<file path="src/decimating_fir_filter_assert.svh">
// Assertion macros used by the decimating FIR filter top level.
`ifndef DECIMATING_FIR_FILTER_ASSERT_SVH
`define DECIMATING_FIR_FILTER_ASSERT_SVH

// Checks a condition at every clock edge outside reset.
`define DFIR_ASSERT_ALWAYS(lbl, expr, msg) \
  lbl: assert property (@(posedge clk) disable iff (!rst_n) (expr)) else $error(msg);

// Checks that a condition seen at one edge is followed by another at the next edge.
`define DFIR_ASSERT_NEXT(lbl, ante, cons, msg) \
  lbl: assert property (@(posedge clk) disable iff (!rst_n) (ante) |=> (cons)) else $error(msg);

`endif

</file>
<file path="src/dfir_pkg.sv">
// Shared types and constants of the decimating FIR filter.
package dfir_pkg;

  localparam int SAMPLE_W    = 16;
  localparam int TAP_W       = 16;
  localparam int PROD_W      = 32;
  localparam int ACC_W       = 40;
  localparam int TAP_IDX_W   = 6;
  localparam int IN_DATA_W   = 40;
  localparam int OUT_DATA_W  = 40;

  localparam int CFG_AW      = 4;
  localparam int CFG_DW      = 32;
  localparam int TAP_COUNT_W = 7;
  localparam int DECIM_W     = 7;

  // Register indexes, taken from paddr[3:2].
  localparam logic [1:0] REG_TAP_COUNT  = 2'd0;
  localparam logic [1:0] REG_DECIMATION = 2'd1;
  localparam logic [1:0] REG_SAVE_STATE = 2'd2;

  // Item commands carried in tuser.
  localparam logic CMD_SAMPLE = 1'b0;
  localparam logic CMD_TAP    = 1'b1;

  typedef struct packed {
    logic shift;   // take a new sample into the delay line
    logic rotate;  // circulate samples up and taps down by one cell
    logic clear;   // zero the sample held in every cell
  } cell_ctl_t;

  typedef struct packed {
    logic clear;    // start a new dot product
    logic prod_vld; // the current operands belong to the sum
  } mac_ctl_t;

endpackage

</file>
<file path="src/dfir_mac.sv">
// Multiply-accumulate unit fed with the tap of cell 0 and the oldest window sample of the cell chain.
module dfir_mac
  import dfir_pkg::*;
(
  input  logic                       clk,
  input  logic                       rst_n,
  input  mac_ctl_t                   ctl,
  input  logic signed [TAP_W-1:0]    tap,
  input  logic signed [SAMPLE_W-1:0] sample,
  output logic signed [ACC_W-1:0]    acc
);

  logic signed [PROD_W-1:0] prod_r, prod_nxt;
  logic                     pv_r, pv_nxt;
  logic signed [ACC_W-1:0]  acc_r, acc_nxt;

  always_comb begin
    // Both operands are sign-extended first so the product keeps its full width.
    prod_nxt = PROD_W'(tap) * PROD_W'(sample);
    pv_nxt   = ctl.prod_vld;
    acc_nxt  = acc_r;
    if (ctl.clear) begin
      acc_nxt = '0;
    end else if (pv_r) begin
      acc_nxt = acc_r + ACC_W'(prod_r);
    end
  end

  always_ff @(posedge clk) begin
    if (!rst_n) begin
      pv_r <= 1'b0;
    end else begin
      pv_r <= pv_nxt;
    end
  end

  always_ff @(posedge clk) begin
    prod_r <= prod_nxt;
    acc_r  <= acc_nxt;
  end

  assign acc = acc_r;

endmodule

</file>
<file path="config.mk">
export PLATFORM = sky130hd
export DESIGN_NAME = dfir_mac
export DESIGN_NICKNAME = d
export VERILOG_FILES = /design/src/decimating_fir_filter_assert.svh /design/src/dfir_pkg.sv /design/src/dfir_mac.sv
export SDC_FILE = /design/constraint.sdc
export NUM_CORES = 1
export LEC_CHECK = 0
export BUFFER_PORTS_ARGS = -buffer_cell sky130_fd_sc_hd__buf_4
export CORE_MARGIN = 3
export CORE_UTILIZATION = 65
export CTS_CLUSTER_DIAMETER = 30
export DETAILED_ROUTE_END_ITERATION = 10
export GPL_TIMING_DRIVEN = 0
export MAX_ROUTING_LAYER = met4
export PLACE_DENSITY = 0.95
export REMOVE_ABC_BUFFERS = 1
export SETUP_SLACK_MARGIN = 0.05
export SKIP_LAST_GASP = 1
export SLEW_MARGIN = 20
export SYNTH_ARGS = -nofsm -noshare
export SYNTH_HDL_FRONTEND = slang
export SYNTH_SLANG_ARGS = --single-unit
</file>
<file path="constraint.sdc">
create_clock -name clk -period 19.1 [get_ports clk]
set_input_delay 1.91 -clock clk [delete_from_list [all_inputs] [get_ports clk]]
set_output_delay 1.91 -clock clk [all_outputs]
set_load 0.005 [all_outputs]
</file>
==> run_results.csv, run 1 <==
group,metric,value,unit
grt,antenna_found_initial,0,
clock_network,clockBufferDepth,2,
drt,met3_length,3050,um
sta,fin_crit,7.99,ns
run,cap_viol_max_count,0,
finish,syn_to_final_growth,7.71,%
floorplanning,rows,52,
run_status,status,"completed",
clock_network,cts_resized,0,
grt,grt_usage,31.9,%
drt,routed.top_layer,"met4",
yosys,synth_warnings,0,
drt,postRouteAntennaNets,0,
floorplanning,die_x,152,um
floorplanning,dieHeight,152,um
drt,drt-total-wl,34400,um
worst_setup_path,reg2reg_from,"acc[0]",
yosys,netlist_area,13800,um^2
clock_network,cts_root_buffer,"clkbuf_16",
worst_setup_path,cp.arrival,8.18,ns
sta,maxSlewViolCount,0,
sta,relSlewSlack,31.8,%
floorplanning,core_area,20600,um^2
sta,rsz0062_at_grt,"no",
yosys,yosysSeqAreaShare,10.6,%
worst_setup_path,cp-end-kind,"register",
grt,grt_pass1_wl,56100,um
clock_network,cts_hold_buf,0,
sta,tightest_slew,1.02,ns
worst_setup_path,start_kind,"input port",
floorplanning,die-area,23000,um^2
hold_path,hold_depth,2,
worst_setup_path,r2r_setup_slack,15.97,ns
worst_setup_path,r2r-end,"acc[34]",
drt,routedWlPerCell,18.7,um
clock_network,path_clk_slew,0.06,ns
worst_setup_path,crit_required,19.28,ns
yosys,async_flop_share,0,%
drt,met2_length,17400,um
clock_network,cts_max_level,3,
drt,num_vias,11100,
sta,finClkSkew,0.00578,ns
finish,n_antenna_cell,0,
floorplanning,ios,76,
sta,final_hold_viol_count,0,
place,dp.cells,1825,
worst_setup_path,worst-path-max-fanout,16,
place,dp_slack,10.86,ns
yosys,synthFlopType,"dfxtp_1",
sta,setup_viol,0,
hold_path,hp-class,"register to register",
clock_network,clock_sinks,73,
clock_network,cts_tree,"yes",
grt,grt_max_degree,45,
drt,drt_first_pass_iters,5,
yosys,syn_inst,1527,
clock_network,numCtsBuffers,9,
hold_path,hold_end,"acc[35]",
yosys,avgSynthCellArea,9.05,um^2
place,dpl.hpwl,27500,um
yosys,synth_edf_count,0,
finish,fin_nets,1986,
sta,fin_ws,11.11,ns
drt,drc_errors,0,
clock_network,postCtsSetupBuffers,0,
grt,overflow,0,
worst_setup_path,r2r_cells,12,
drt,wl_met1,12100,um
yosys,ys_ff_latch,73,
worst_setup_path,crit_type,"input port to register",
clock_network,clk_latency,0.34,ns
drt,drt_iter0_drc,810,
place,numPortBuffers,75,
hold_path,hold_start,"acc[35]",
sta,clock.fmax,125,MHz
place,gp_congestion,0.985,
yosys,synth.distinct_cells,66,
sta,fin_setup_tns,0,ns
finish,layout_commonest_cell,"inv_1",
grt,grt_pass1_vias,11900,
finish,drive_above_1_share,7.38,%
finish,final_cell_mix,"292 x inv_1, 263 x fa_1, 161 x nand2_1",
sta,fin_crit_sh,41.9,%
floorplanning,start_util,67.2,%
finish,final_cells,1841,
drt,viasPerCell,6.05,
cell usage after synthesis, types with 27 or more instances:
library cell  count  share of area (%)
xnor2_1          47                3.0
dfxtp_1          73                 11
clkbuf_1         45                1.2
a21oi_1          61                2.2
nand2_1         161                4.4
inv_1           292                7.9
fa_1            263                 38
ha_1            121                 11
a21o_1           27                1.5
o21ai_0          32                1.2
nor2_1           77                2.1
and2_1          130                5.9
worst max-delay path by stage:
stage,cells past startpoint,startpoint,endpoint
3_3_place_gp,20,sample[1],prod_r[31]
3_5_place_dp,20,sample[1],prod_r[31]
4_1_cts,20,sample[1],prod_r[31]
5_1_grt,20,sample[1],prod_r[31]
6_report,20,sample[1],prod_r[31]
2_1_floorplan,19,sample[1],prod_r[31]
stage by stage:
stage	util, %	hold slack [ns]	area, um^2
2_1_floorplan	-	0.468	13600
3_3_place_gp	70.7	0.470	14500
3_5_place_dp	70.8	0.492	14600
4_1_cts	72.4	0.501	14900
5_1_grt	72.4	0.519	14900
6_report	72.4	0.497	14900
cell type report:
class                   instances  area (um^2)
clock inverters                 5         62.6
fillers                      1393         5680
repair buffers                 76          591
multi-input cells            1113        11100
clock buffers                  11          253
well taps                     270          338
inverters                     293         1100
flip-flops and latches         73         1460
metal layers:
layer | vias up | GRT usage (%)
li1 | 4836 | -
met1 | 5494 | 37.5
met2 | 605 | 52.9
met3 | 194 | 5.74
met4 | 0 | 16.1
met5 | - | -
flip-flops by register name, indices dropped and copies added, names as in the netlist:
| signal | flops |
|---|---|
| acc | 40 |
| pv_r | 1 |
| prod_r | 32 |
logic make-up (layout without fill, tap and decap cells):
logic type               after synthesis  count (layout)  synth area share, %
buffers and inverters                341             385                 9.26
multiplexers                          18              18                 1.31
adder cells (fa/ha/maj)              384             384                 49.1
XOR/XNOR                              64              64                 4.06
AO/OA/AOI/OAI                        204             204                 9.93
AND/OR/NAND/NOR                      443             443                 15.8
flip-flops                            73              73                 10.6
critical path, cell delays in order:
cell and delay, ns:
buf_4 0.19, nand2_1 0.13, inv_1 0.09, fa_1 0.65, fa_1 0.88, fa_1 0.53, fa_1 0.52, fa_1 0.51
inv_1 0.05, fa_1 0.48, inv_1 0.04, ha_1 0.36, nand4_1 0.17, or2_2 0.33, nor2_1 0.12, a32oi_1 0.10
a311oi_1 0.45, a21o_1 0.17, a21oi_1 0.08, xnor2_1 0.40
Power of run 1 is not shown: default switching activity piles up to over one toggle a cycle in this logic, so the estimate is an artifact.
==> run 2, diff against run 1 <==
--- a/config.mk
+++ b/config.mk
@@ -7,12 +7,12 @@
 export LEC_CHECK = 0
 export BUFFER_PORTS_ARGS = -buffer_cell sky130_fd_sc_hd__buf_4
 export CORE_MARGIN = 3
-export CORE_UTILIZATION = 65
+export CORE_UTILIZATION = 58
 export CTS_CLUSTER_DIAMETER = 30
 export DETAILED_ROUTE_END_ITERATION = 10
 export GPL_TIMING_DRIVEN = 0
 export MAX_ROUTING_LAYER = met4
-export PLACE_DENSITY = 0.95
+export PLACE_DENSITY = 0.9
 export REMOVE_ABC_BUFFERS = 1
 export SETUP_SLACK_MARGIN = 0.05
 export SKIP_LAST_GASP = 1
==> constraint.sdc (replaced) <==
create_clock -name clk -period 6.4 [get_ports clk]
set_input_delay 0.64 -clock clk [delete_from_list [all_inputs] [get_ports clk]]
set_output_delay 0.64 -clock clk [all_outputs]
set_load 0.005 [all_outputs]
==> run 2 against run 1 <==
Compared with the run above: die area grew 12%; core utilization is 7.1 points lower; sequential share of layout area is 0.11 points lower; cell count grew 2.7%; critical path depth did not move; non-clock buffer count rose by 6; global-route usage shrank 4.3 points.
==> run_results.csv, run 2 (synthesis results as in run 1) <==
group,metric,value,unit
place,post_dp_cell_area,14600,um^2
worst_setup_path,slowest_stage,"fa_2",
finish,syn_to_final_growth,8.94,%
drt,routedWlPerCell,17.9,um
clock_network,clock_sinks,73,
finish,drive_above_1_share,8.56,%
floorplanning,ios,76,
finish,postLayoutCellArea,15100,um^2
grt,grt_max_degree,45,
floorplanning,rows,55,
grt,overflow,0,
floorplanning,start_util,59.9,%
finish,final_cell_mix,"291 x inv_1, 261 x fa_1, 161 x nand2_1",
drt,num_vias,11000,
sta,final_hold_viol_count,0,
run,cap_viol_max_count,0,
floorplanning,die-area,25700,um^2
clock_network,cts_root_buffer,"clkbuf_16",
hold_path,hp-class,"register to register",
finish,fin_nets,1992,
sta,relSlewSlack,32.5,%
clock_network,cts_hold_buf,0,
finish,multi_input_area,11100,um^2
clock_network,clockBufferDepth,2,
sta,maxSlewViolCount,0,
place,dpl.hpwl,26900,um
worst_setup_path,cp_cell_sequence,"buf_4, and2_1, fa_2, fa_1, fa_1, fa_1, fa_1, inv_1, fa_1, inv_1, ha_1, a21o_1, a21o_1, a21oi_1, o21ai_0, a32oi_2, a311oi_2, a21o_1, a21oi_2, xnor2_2",
clock_network,cts_max_level,3,
grt,antenna_found_initial,1,
worst_setup_path,crit_required,6.63,ns
clock_network,clk_latency,0.34,ns
worst_setup_path,cp.depth,20,
finish,largest_reg_flops,40,
floorplanning,die_x,160,um
drt,drc_errors,0,
sta,clock.fmax,162,MHz
worst_setup_path,cp-end-kind,"register",
worst_setup_path,crit_type,"input port to register",
sta,tightest_slew,1.01,ns
sta,finClkSkew,0.00746,ns
run_status,status,"completed",
worst_setup_path,cp.arrival,6.40,ns
drt,postRouteAntennaNets,0,
clock_network,cts_tree,"yes",
grt,grt_pass1_vias,11700,
worst_setup_path,worst-path-max-fanout,16,
worst_setup_path,path_buf_inv,3,
finish,sequential_cell_area,1460,um^2
worst_setup_path,path_common_cell,"fa_1",
place,numPortBuffers,75,
grt,grt_usage,27.5,%
finish,n_antenna_cell,0,
worst_setup_path,r2r_cells,12,
worst_setup_path,cpPeakStageDelay,0.68,ns
clock_network,numCtsBuffers,9,
finish,n_fill_cell,1709,
sta,fin_crit_sh,96.4,%
drt,drt_first_pass_iters,6,
finish,layout_commonest_cell,"inv_1",
sta,rsz0062_at_grt,"yes",
floorplanning,core_area,23100,um^2
sta,fin_crit,6.17,ns
drt,viasPerCell,5.84,
drt,drt-total-wl,33900,um
place,gp_congestion,0.940,
clock_network,path_clk_slew,0.06,ns
floorplanning,dieHeight,160,um
grt,grt_pass1_wl,55700,um
sta,setup_viol,0,
hold_path,hold_depth,2,
worst_setup_path,cp_top_family,"adder cells",
worst_setup_path,start_kind,"input port",
drt,drt_iter0_drc,923,
finish,final_util,65.3,%
run 2: changes by cell type in the layout (fill, tap and decap cells not counted), moves of 2 or more:
cell        change
fa_1            -2
ha_1            -4
buf_6           +3
ha_4            +2
clkinvlp_4      +2
ha_2            +2
buf_4           +3
fa_2            +2
run 2: worst paths after layout:
kind / end / startpoint / slack, ns
hold reg to reg: acc[4] / acc[4] / 0.49
hold / removal: acc[4] / acc[4] / 0.49
setup / recovery: prod_r[31] / sample[3] / 0.23
setup reg to reg: acc[34] / acc[0] / 3.37
run 2: per-stage QoR:
stage	hold WS (ns)	std cells	worst slack [ns]	setup TNS [ns]
after global routing	0.510	1890	0.0251	0
final	0.488	1890	0.231	0
after detailed placement	0.484	1868	-0.538	-0.822
after global placement	0.473	1867	-0.449	-0.554
after floorplan	0.468	1479	0.455	0
after CTS	0.492	1886	0.0703	0
run 2: cell type report:
cell class                      count  area share [%]
Multi-Input combinational cell   1113            74.1
Clock buffer                       10            1.59
Tap cell                          313            2.60
Clock inverter                      6           0.441
Sequential cell                    73            9.72
Timing Repair Buffer               82            4.25
Inverter                          293            7.33
run 2: routing by layer:
layer | track usage [%] | routed length [um]
met5 | - | 0
met4 | 11.2 | 1570
met3 | 4.05 | 2610
met2 | 47.4 | 17600
met1 | 32.5 | 12100
run 2: worst reg2reg max path, stage by stage (launching register included):
cell and delay [ns]:
dfxtp_1 0.32, ha_1 0.23, inv_1 0.07, fa_1 0.17, and2b_2 0.23, o31a_2 0.33
o221ai_2 0.22, a21oi_2 0.12, a21o_4 0.26, a211oi_4 0.37, o21ai_2 0.14, a2111o_1 0.43
o211ai_2 0.07
run 2: what timing repair did:
| item | in CTS | in global routing |
|---|---|---|
| setup endpoints to repair | 1 | 4 |
| buffers inserted | 2 | 4 |
| gates resized for setup | 2 | 17 |
| pin swaps | 1 | 7 |
Power of run 2 is left out for the same reason.
