[src/decimating_fir_filter_assert.svh]
// Assertion macros used by the decimating FIR filter top level.
`ifndef DECIMATING_FIR_FILTER_ASSERT_SVH
`define DECIMATING_FIR_FILTER_ASSERT_SVH

// Checks a condition at every clock edge outside reset.
`define DFIR_ASSERT_ALWAYS(lbl, expr, msg) \
  lbl: assert property (@(posedge clk) disable iff (!rst_n) (expr)) else $error(msg);

// Checks that a condition seen at one edge is followed by another at the next edge.
`define DFIR_ASSERT_NEXT(lbl, ante, cons, msg) \
  lbl: assert property (@(posedge clk) disable iff (!rst_n) (ante) |=> (cons)) else $error(msg);

`endif

[src/dfir_pkg.sv]
// Shared types and constants of the decimating FIR filter.
package dfir_pkg;

  localparam int SAMPLE_W    = 16;
  localparam int TAP_W       = 16;
  localparam int PROD_W      = 32;
  localparam int ACC_W       = 40;
  localparam int TAP_IDX_W   = 6;
  localparam int IN_DATA_W   = 40;
  localparam int OUT_DATA_W  = 40;

  localparam int CFG_AW      = 4;
  localparam int CFG_DW      = 32;
  localparam int TAP_COUNT_W = 7;
  localparam int DECIM_W     = 7;

  // Register indexes, taken from paddr[3:2].
  localparam logic [1:0] REG_TAP_COUNT  = 2'd0;
  localparam logic [1:0] REG_DECIMATION = 2'd1;
  localparam logic [1:0] REG_SAVE_STATE = 2'd2;

  // Item commands carried in tuser.
  localparam logic CMD_SAMPLE = 1'b0;
  localparam logic CMD_TAP    = 1'b1;

  typedef struct packed {
    logic shift;   // take a new sample into the delay line
    logic rotate;  // circulate samples up and taps down by one cell
    logic clear;   // zero the sample held in every cell
  } cell_ctl_t;

  typedef struct packed {
    logic clear;    // start a new dot product
    logic prod_vld; // the current operands belong to the sum
  } mac_ctl_t;

endpackage

[src/dfir_cell.sv]
// One cell of the filter chain: holds one delay-line sample and one tap.
module dfir_cell
  import dfir_pkg::*;
(
  input  logic                       clk,
  input  logic                       rst_n,
  input  cell_ctl_t                  ctl,
  input  logic signed [SAMPLE_W-1:0] sample_in,
  input  logic signed [TAP_W-1:0]    tap_in,
  input  logic                       tap_we,
  input  logic signed [TAP_W-1:0]    tap_wdata,
  output logic signed [SAMPLE_W-1:0] sample_out,
  output logic signed [TAP_W-1:0]    tap_out
);

  logic signed [SAMPLE_W-1:0] sample_r, sample_nxt;
  logic signed [TAP_W-1:0]    tap_r, tap_nxt;

  always_comb begin
    sample_nxt = sample_r;
    if (ctl.clear) begin
      sample_nxt = '0;
    end else if (ctl.shift || ctl.rotate) begin
      sample_nxt = sample_in;
    end
    tap_nxt = tap_r;
    if (tap_we) begin
      tap_nxt = tap_wdata;
    end else if (ctl.rotate) begin
      tap_nxt = tap_in;
    end
  end

  always_ff @(posedge clk) begin
    if (!rst_n) begin
      sample_r <= '0;
      tap_r    <= '0;
    end else begin
      sample_r <= sample_nxt;
      tap_r    <= tap_nxt;
    end
  end

  assign sample_out = sample_r;
  assign tap_out    = tap_r;

endmodule

[config.mk]
export PLATFORM = sky130hd
export DESIGN_NAME = dfir_cell
export DESIGN_NICKNAME = d
export VERILOG_FILES = /design/src/decimating_fir_filter_assert.svh /design/src/dfir_pkg.sv /design/src/dfir_cell.sv
export SDC_FILE = /design/constraint.sdc
export NUM_CORES = 1
export LEC_CHECK = 0
export ABC_AREA = 1
export BUFFER_PORTS_ARGS = -buffer_cell sky130_fd_sc_hd__buf_2
export CAP_MARGIN = 5
export CORE_AREA = 2 2 59 61
export CTS_CLUSTER_DIAMETER = 100
export DETAILED_ROUTE_END_ITERATION = 8
export DIE_AREA = 0 0 61 63
export PLACE_DENSITY = 0.93
export RECOVER_POWER = 50
export SLEW_MARGIN = 10
export SYNTH_ARGS = -nofsm -noshare
export SYNTH_HDL_FRONTEND = slang
export SYNTH_SLANG_ARGS = --single-unit
[constraint.sdc]
create_clock -name clk -period 1.4 [get_ports clk]
set_input_delay 0.28 -clock clk [delete_from_list [all_inputs] [get_ports clk]]
set_output_delay 0.28 -clock clk [all_outputs]
set_load 0.01 [all_outputs]
==> flow_metrics.env, run 1 <==
export IMPL_status="complete, no violations"
export IMPL_drtAntennaViolNets=0
export IMPL_drtIter0Drc=39
export IMPL_routed_via_density=4.53
export IMPL_dieWidth_um=61
export IMPL_post_cts_buffers=0
export IMPL_start_kind="flop"
export IMPL_nFillCells=334
export IMPL_relSlewSlack=0.667
export IMPL_drive_gt1_frac=0.355
export IMPL_clkTransAtPathRegs_ps=100
export IMPL_cp_required_ps=1120
export IMPL_clock_path_buffers=2
export IMPL_critical_path_class="reg2out"
export IMPL_hpwlAfterDp_um=2530
export IMPL_crit_buf_inv=1
export IMPL_total_power_mw=1.98
export IMPL_critPathMaxFanout=2
export IMPL_p_leak_nw=1.13
export IMPL_hold_ws_ps=182
export IMPL_die_height_um=63
export IMPL_critPathSlowestCell="dfxtp_1"
export IMPL_holdPathStages=3
export IMPL_powerDensity_nw_per_um2=1050
export IMPL_fin_crit_ps=1100
export IMPL_cts_resized=0
export IMPL_crit_chain="buf_2"
export IMPL_wl_um=3320
export IMPL_fmax_ghz=0.913
export IMPL_dr_pass1_iters=4
export IMPL_grt_pass1_vias=1339
export IMPL_clock_skew_ps=0
export IMPL_cp_end_kind="primary output"
export IMPL_setup_viol=0
export IMPL_dieArea_um2=3840
export IMPL_yosysWarningCount=0
export IMPL_grt_pass1_wl_um=5550
export IMPL_grt_usage=0.188
export IMPL_nets=332
export IMPL_hold_path_class="in2reg"
export IMPL_r2r_cells=4
export IMPL_peakVddDrop_uv=535
export IMPL_start_util=0.435
export IMPL_grt_overflow=0
export IMPL_gp_congestion=0.683
export IMPL_worst_slew_pin_slew_ps=498
export IMPL_hp_start="sample_in[9]"
export IMPL_core_area_um2=3230
export IMPL_synth_area_um2=1410
export IMPL_critPathArrivalTime_ps=820
export IMPL_num_rows=21
export IMPL_antenna_found_initial=0
export IMPL_syn_area_per_cell_um2=7.25
export IMPL_rsz0062_at_grt="no"
export IMPL_cts_root_buf="clkbuf_4"
export IMPL_final_max_slew_viol_count=0
export IMPL_drc=0
export IMPL_ios=86
export IMPL_area_delta_synth_final_pct=34.3
export IMPL_ctsHoldBuffers=0
export IMPL_slowest_delay_ps=360
export IMPL_cap_viol_max_count=0
export IMPL_period_share=0.783
export IMPL_fin_tns_setup_ps=0
export IMPL_cts_sinks=32
export IMPL_cp_top_family="flip-flops"
export IMPL_wl_per_cell_um=10.2
export IMPL_grt_max_degree=18
export IMPL_vias=1473
export IMPL_ys_types=15
export IMPL_cp_depth=1
export IMPL_finalHoldViolations=0
export IMPL_n_antenna_cell=0
export IMPL_port_buffers=85
export IMPL_syn_nets=248
export IMPL_cts_tree="done"
export IMPL_ys_seq_elements=32
export IMPL_seq_area_frac_synth=0.456
export IMPL_crit_start="tap_out[4]$_SDFFE_PN0P_"
export IMPL_htree_levels=2
export IMPL_insertion_delay_ps=320
export IMPL_syn_inst=194
export IMPL_numCtsBuffers=5
export IMPL_r2r_start="tap_out[4]$_SDFFE_PN0P_"
## worst register-to-register path, stage by stage, from the launching register on
cell,delay (ps)
dfxtp_1,330
nand2_1,60
nand3_1,60
nand2_1,60
inv_1,30
## synth_stat cells
| library cell | number | area share |
|---|---|---|
| nand2_1 | 52 | 0.14 |
| dfxtp_1 | 32 | 0.46 |
| nand3_1 | 32 | 0.11 |
| nor2_1 | 28 | 0.075 |
| inv_1 | 17 | 0.045 |
| o21ai_0 | 12 | 0.043 |
| buf_6 | 6 | 0.048 |
| buf_4 | 3 | 0.016 |
| inv_2 | 3 | 0.0080 |
| a21oi_1 | 2 | 0.0071 |
| nor2_8 | 2 | 0.028 |
| o21ai_1 | 2 | 0.0071 |
| buf_1 | 1 | 0.0027 |
| buf_2 | 1 | 0.0036 |
| nor2_4 | 1 | 0.0080 |
## state kept, by name, summed over array words and instances (netlist names)
register and flops:
sample_out 16, tap_out 16
## worst paths after layout
| path | to | slack (ps) |
|---|---|---|
| max reg2reg | tap_out[4]$_SDFFE_PN0P_ | 760 |
| max | tap_out[4] | 300 |
| min | sample_out[9]$_SDFFE_PP0P_ | 180 |
| min reg2reg | sample_out[0]$_SDFFE_PP0P_ | 480 |
## layer usage
metal	track usage	vias up	share of wire
met5	0	-	0
met3	0.0538	8	0.064
met2	0.301	53	0.47
met1	0.228	643	0.44
li1	-	769	-
met4	0.0815	0	0.022
## through the flow
stage | std cells | setup slack [ps] | instance area, um^2 | utilization
after global routing | 325 | 183 | 1890 | 0.585
after CTS | 325 | 285 | 1890 | 0.585
after detailed placement | 317 | 189 | 1810 | 0.561
after floorplan | 194 | 415 | 1410 | -
after global placement | 317 | 230 | 1810 | 0.561
final | 325 | 304 | 1890 | 0.585
## cells by family (layout without fill, tap and decap cells)
group	after synthesis	in the layout	synth area share
AOI/OAI and AO/OA	16	16	0.0569
and+or+nand+nor	115	115	0.364
buffers and inverters	31	116	0.124
DFF	32	32	0.456
## cells in the final DEF, fill, tap and decap left out, drive strengths merged
cell type and instances:
nor2 31, inv 20, nand3 32, a21oi 2, dfxtp 32, buf 87
nand2 52, o21ai 14, clkinv 1, bufinv 1, clkbuf 7
## cell type report
| type | count | area [um^2] | area share |
|---|---|---|---|
| Clock buffer | 6 | 41.3 | 0.0219 |
| Clock inverter | 2 | 35.0 | 0.0185 |
| Inverter | 20 | 75.1 | 0.0397 |
| Multi-Input combinational cell | 131 | 592 | 0.313 |
| Sequential cell | 32 | 641 | 0.339 |
| Tap cell | 46 | 57.6 | 0.0305 |
| Timing Repair Buffer | 88 | 448 | 0.237 |
## power by group
group	switching [mW]	internal [mW]	total, mW
combinational	0.175	0.144	0.319
sequential	0.0247	0.962	0.987
clock	0.301	0.374	0.675
total	0.500	1.48	1.98
(Power assumes the default switching activity.)
==> run 2: changes to the inputs <==
CORE_AREA = 2 2 61 63   (was 2 2 59 61)
DIE_AREA = 0 0 63 65   (was 0 0 61 63)
PLACE_DENSITY = 0.88   (was 0.93)
clock period = 1.1 ns   (was 1.4 ns; I/O delays follow)
==> run 2 against run 1 <==
  * Sequential share of layout area decreased by 0.091 points
  * Sequential cell count unchanged
  * Clock skew unchanged
  * Setup slack got worse by 230 ps
  * Core utilization decreased by 4.1 points
  * Critical path type unchanged
  * Critical endpoint is now sample_out[11]
  * Largest power group unchanged
==> flow_metrics.env, run 2 (synthesized netlist as in run 1, its figures left out) <==
export IMPL_status="complete, no violations"
export IMPL_peakVddDrop_uv=605
export IMPL_grt_pass1_wl_um=5440
export IMPL_die_height_um=65
export IMPL_slowest_delay_ps=340
export IMPL_cp_top_family="flip-flops"
export IMPL_grt_overflow=0
export IMPL_worst_slew_pin_slew_ps=474
export IMPL_layout_common_cells="84 x buf_2, 52 x nand2_1, 32 x nand3_1"
export IMPL_grt_usage=0.172
export IMPL_cts_tree="done"
export IMPL_grt_max_degree=17
export IMPL_antenna_found_initial=0
export IMPL_powerDensity_nw_per_um2=1330
export IMPL_clock_skew_ps=0
export IMPL_rsz0062_at_grt="no"
export IMPL_critPathMaxFanout=2
export IMPL_wl_um=3320
export IMPL_gp_congestion=0.737
export IMPL_clock_path_buffers=2
export IMPL_fin_crit_ps=1030
export IMPL_multi_input_area_um2=592
export IMPL_period_share=0.936
export IMPL_fin_util=0.544
export IMPL_htree_levels=2
export IMPL_cts_root_buf="clkbuf_4"
export IMPL_finalHoldViolations=0
export IMPL_switching_share=0.253
export IMPL_p_leak_nw=1.14
export IMPL_vias=1507
export IMPL_dieArea_um2=4100
export IMPL_clkTransAtPathRegs_ps=100
export IMPL_cp_end_kind="primary output"
export IMPL_clockPowerShare=0.341
export IMPL_hold_path_class="in2reg"
export IMPL_cp_required_ps=880
export IMPL_seq_power_share=0.497
export IMPL_relSlewSlack=0.684
export IMPL_critPathArrivalTime_ps=810
export IMPL_port_buffers=85
export IMPL_cts_sinks=32
export IMPL_reg2reg_slack_ps=460
export IMPL_final_common_cell="buf_2"
export IMPL_setup_viol=0
export IMPL_nFillCells=371
export IMPL_seqCellArea_um2=643
export IMPL_critical_path_class="reg2out"
export IMPL_routed_via_density=4.59
export IMPL_grt_pass1_vias=1263
export IMPL_final_max_slew_viol_count=0
export IMPL_n_antenna_cell=0
export IMPL_dr_pass1_iters=4
export IMPL_num_rows=22
export IMPL_fmax_ghz=0.971
export IMPL_numCtsBuffers=5
export IMPL_start_util=0.402
export IMPL_p_comb_frac=0.162
export IMPL_drive_gt1_frac=0.364
export IMPL_insertion_delay_ps=330
export IMPL_drtIter0Drc=135
export IMPL_switchingPower_uw=640
export IMPL_ios=86
export IMPL_drtAntennaViolNets=0
export IMPL_start_kind="flop"
export IMPL_wl_per_cell_um=10.1
export IMPL_dieWidth_um=63
export IMPL_drc=0
export IMPL_area_delta_synth_final_pct=35.2
export IMPL_cap_viol_max_count=0
export IMPL_core_area_um2=3500
export IMPL_fin_tns_setup_ps=0
export IMPL_crit_chain="buf_2"
export IMPL_crit_buf_inv=1
export IMPL_p_int_mw=1.89
export IMPL_hpwlAfterDp_um=2530
export IMPL_critPathSlowestCell="dfxtp_1"
export IMPL_nets=333
[run 2: layout make-up]
class	instances	area share
clock buffer	6	0.0217
inverter	20	0.0395
timing repair buffer	89	0.239
sequential	32	0.338
clock inverter	2	0.0184
tap	48	0.0316
multi-input combinational	131	0.311
[run 2: power by group through the flow]
stage | clock [mW] | combinational, mW | sequential, mW
floorplan | 0 | 0.209 | 1.31
global placement | 0 | 0.407 | 1.28
detailed placement | 0 | 0.414 | 1.28
CTS | 0.895 | 0.416 | 1.26
global route | 0.961 | 0.466 | 1.26
finish | 0.862 | 0.409 | 1.26
[run 2: final timing paths]
check                               end  cells after the start                         from
min reg2reg  sample_out[0]$_SDFFE_PP0P_                      2   sample_out[0]$_SDFFE_PP0P_
max reg2reg     tap_out[0]$_SDFFE_PN0P_                      4      tap_out[0]$_SDFFE_PN0P_
max                      sample_out[11]                      1  sample_out[11]$_SDFFE_PP0P_
min          sample_out[0]$_SDFFE_PP0P_                      3                 sample_in[0]
[run 2: what timing repair did]
item | in CTS | in global routing
setup endpoints to repair | 0 | 2
hold buffers | 0 | 0
gates resized for setup | 0 | 2
buffers inserted | 0 | 0
endpoints found under the hold margin | 0 | 0
[run 2: per-stage QoR]
stage / power, mW / instances / instance area, um^2 / setup WS [ps] / hold slack (ps)
floorplan: 1.52 / 194 / 1410 / 175 / 360
global placement: 1.69 / 320 / 1820 / 66.4 / 447
detailed placement: 1.70 / 320 / 1820 / 36.3 / 457
CTS: 2.57 / 328 / 1900 / 44.6 / 114
global route: 2.69 / 328 / 1900 / 10.3 / 97.5
finish: 2.53 / 328 / 1900 / 70.5 / 127
[run 2: worst min-delay path: cells and delay by family]
kind                   cells  cell delay [ps]
buffers and inverters      1               90
AOI/OAI and AO/OA          1               50
and+or+nand+nor            1               50
[run 2: routing by layer]
metal,wire [um],track usage,share of wire
met1,1350,0.206,0.41
met5,0,0,0
met2,1660,0.285,0.50
met4,80,0.103,0.024
met3,234,0.0347,0.070
==> run 3: changes to the inputs <==
CORE_AREA = 2 2 59 61   (was 2 2 61 63)
DIE_AREA = 0 0 61 63   (was 0 0 63 65)
PLACE_DENSITY = 0.93   (was 0.88)
clock period = 1.2 ns   (was 1.1 ns; I/O delays follow)
==> run 3 against run 2 <==
  * Sequential cell count unchanged
  * Hold slack better by 33 ps
  * Clock skew did not move
  * Core utilization up 4.1 points
  * Clock power down 27%
  * Routed wire length down 3.2%
  * Setup slack improved by 81 ps
  * Largest power group unchanged
  * Highest routed layer unchanged
==> flow_metrics.env, run 3 (synthesized netlist as in run 1, its figures left out) <==
export IMPL_grt_pass1_wl_um=5400
export IMPL_dieArea_um2=3840
export IMPL_fin_tns_setup_ps=0
export IMPL_cts_root_buf="clkbuf_4"
export IMPL_critPathMaxFanout=2
export IMPL_ctsHoldBuffers=0
export IMPL_cap_viol_max_count=0
export IMPL_final_common_cell="buf_2"
export IMPL_dieWidth_um=61
export IMPL_peakVddDrop_uv=725
export IMPL_crit_buf_inv=1
export IMPL_clkTransAtPathRegs_ps=100
export IMPL_cts_sinks=32
export IMPL_final_max_slew_viol_count=0
export IMPL_clock_skew_ps=0
export IMPL_rsz0062_at_grt="no"
export IMPL_critical_path_class="reg2out"
export IMPL_critPathSlowestCell="dfxtp_1"
export IMPL_multi_input_area_um2=592
export IMPL_seqCellArea_um2=641
export IMPL_slowest_delay_ps=360
export IMPL_grt_max_degree=17
export IMPL_port_buffers=85
export IMPL_routed_via_density=4.41
export IMPL_die_height_um=63
export IMPL_cp_end_kind="primary output"
export IMPL_finalHoldViolations=0
export IMPL_core_area_um2=3230
export IMPL_antenna_found_initial=0
export IMPL_powerDensity_nw_per_um2=1140
export IMPL_start_kind="flop"
export IMPL_layout_common_cells="84 x buf_2, 52 x nand2_1, 32 x nand3_1, 32 x dfxtp_1, 28 x nor2_1"
export IMPL_period_share=0.873
export IMPL_cts_tree="done"
export IMPL_n_antenna_cell=0
export IMPL_hold_path_class="in2reg"
export IMPL_area_delta_synth_final_pct=34.4
export IMPL_relSlewSlack=0.665
export IMPL_grt_pass1_vias=1330
export IMPL_gp_congestion=0.804
export IMPL_drive_gt1_frac=0.359
export IMPL_cp_top_family="flip-flops"
export IMPL_cts_resized=0
export IMPL_drtIter0Drc=47
export IMPL_status="complete, no violations"
export IMPL_vias=1443
export IMPL_wl_per_cell_um=9.83
export IMPL_wl_um=3220
export IMPL_num_rows=21
export IMPL_p_leak_nw=1.13
export IMPL_grt_overflow=0
export IMPL_start_util=0.435
export IMPL_numCtsBuffers=5
export IMPL_insertion_delay_ps=310
export IMPL_fin_util=0.585
export IMPL_nets=334
export IMPL_grt_usage=0.184
export IMPL_cp_required_ps=960
export IMPL_setup_viol=0
export IMPL_worst_slew_pin_slew_ps=502
export IMPL_ios=86
export IMPL_nFillCells=331
export IMPL_clock_path_buffers=2
export IMPL_drc=0
export IMPL_crit_chain="buf_2"
export IMPL_drtAntennaViolNets=0
export IMPL_fin_crit_ps=1050
export IMPL_post_cts_buffers=0
export IMPL_dr_pass1_iters=4
export IMPL_hpwlAfterDp_um=2540
export IMPL_critPathArrivalTime_ps=810
export IMPL_fmax_ghz=0.954
export IMPL_htree_levels=2
[run 3: cell count changes in the layout (fill, tap and decap cells not counted)]
cell        before  now
buf_4            4    5
bufinv_16        1    0
dfxtp_2          2    0
clkbuf_8         0    1
clkinvlp_4       0    1
clkinv_2         1    0
dfxtp_1         30   32
[run 3: routing by layer]
metal,track usage,routed length [um]
met1,0.203,1370
met2,0.321,1620
met3,0.0683,197
met4,0.0489,27
met5,0,0
[run 3: stage by stage]
stage | cell area, um^2 | cells | total power [mW] | setup WS, ps | hold WS (ps)
after floorplan | 1410 | 194 | 1.40 | 255 | 380
after global placement | 1830 | 319 | 1.55 | 165 | 453
after detailed placement | 1830 | 319 | 1.56 | 136 | 454
after CTS | 1890 | 327 | 2.19 | 121 | 146
after global routing | 1890 | 327 | 2.31 | 85.7 | 130
final | 1890 | 327 | 2.15 | 152 | 160
[run 3: worst paths after layout]
| path | cells past startpoint | to | start | slack, ps |
|---|---|---|---|---|
| max | 1 | sample_out[1] | sample_out[1]$_SDFFE_PP0P_ | 150 |
| min | 3 | sample_out[9]$_SDFFE_PP0P_ | sample_in[9] | 160 |
| max reg2reg | 4 | tap_out[11]$_SDFFE_PN0P_ | tap_out[11]$_SDFFE_PN0P_ | 570 |
| min reg2reg | 2 | sample_out[12]$_SDFFE_PP0P_ | sample_out[12]$_SDFFE_PP0P_ | 470 |
[run 3: layout make-up]
type | instances | area share
flip-flops and latches | 32 | 0.339
inverters | 20 | 0.0397
repair buffers | 90 | 0.245
well taps | 46 | 0.0304
clock buffers | 7 | 0.0291
clock inverters | 1 | 0.00397
multi-input cells | 131 | 0.313
[run 3: report_power, final]
part / total, mW / switching [mW] / internal, mW
clock network: 0.626 / 0.339 / 0.287
logic: 0.376 / 0.203 / 0.173
registers: 1.15 / 0.0285 / 1.12
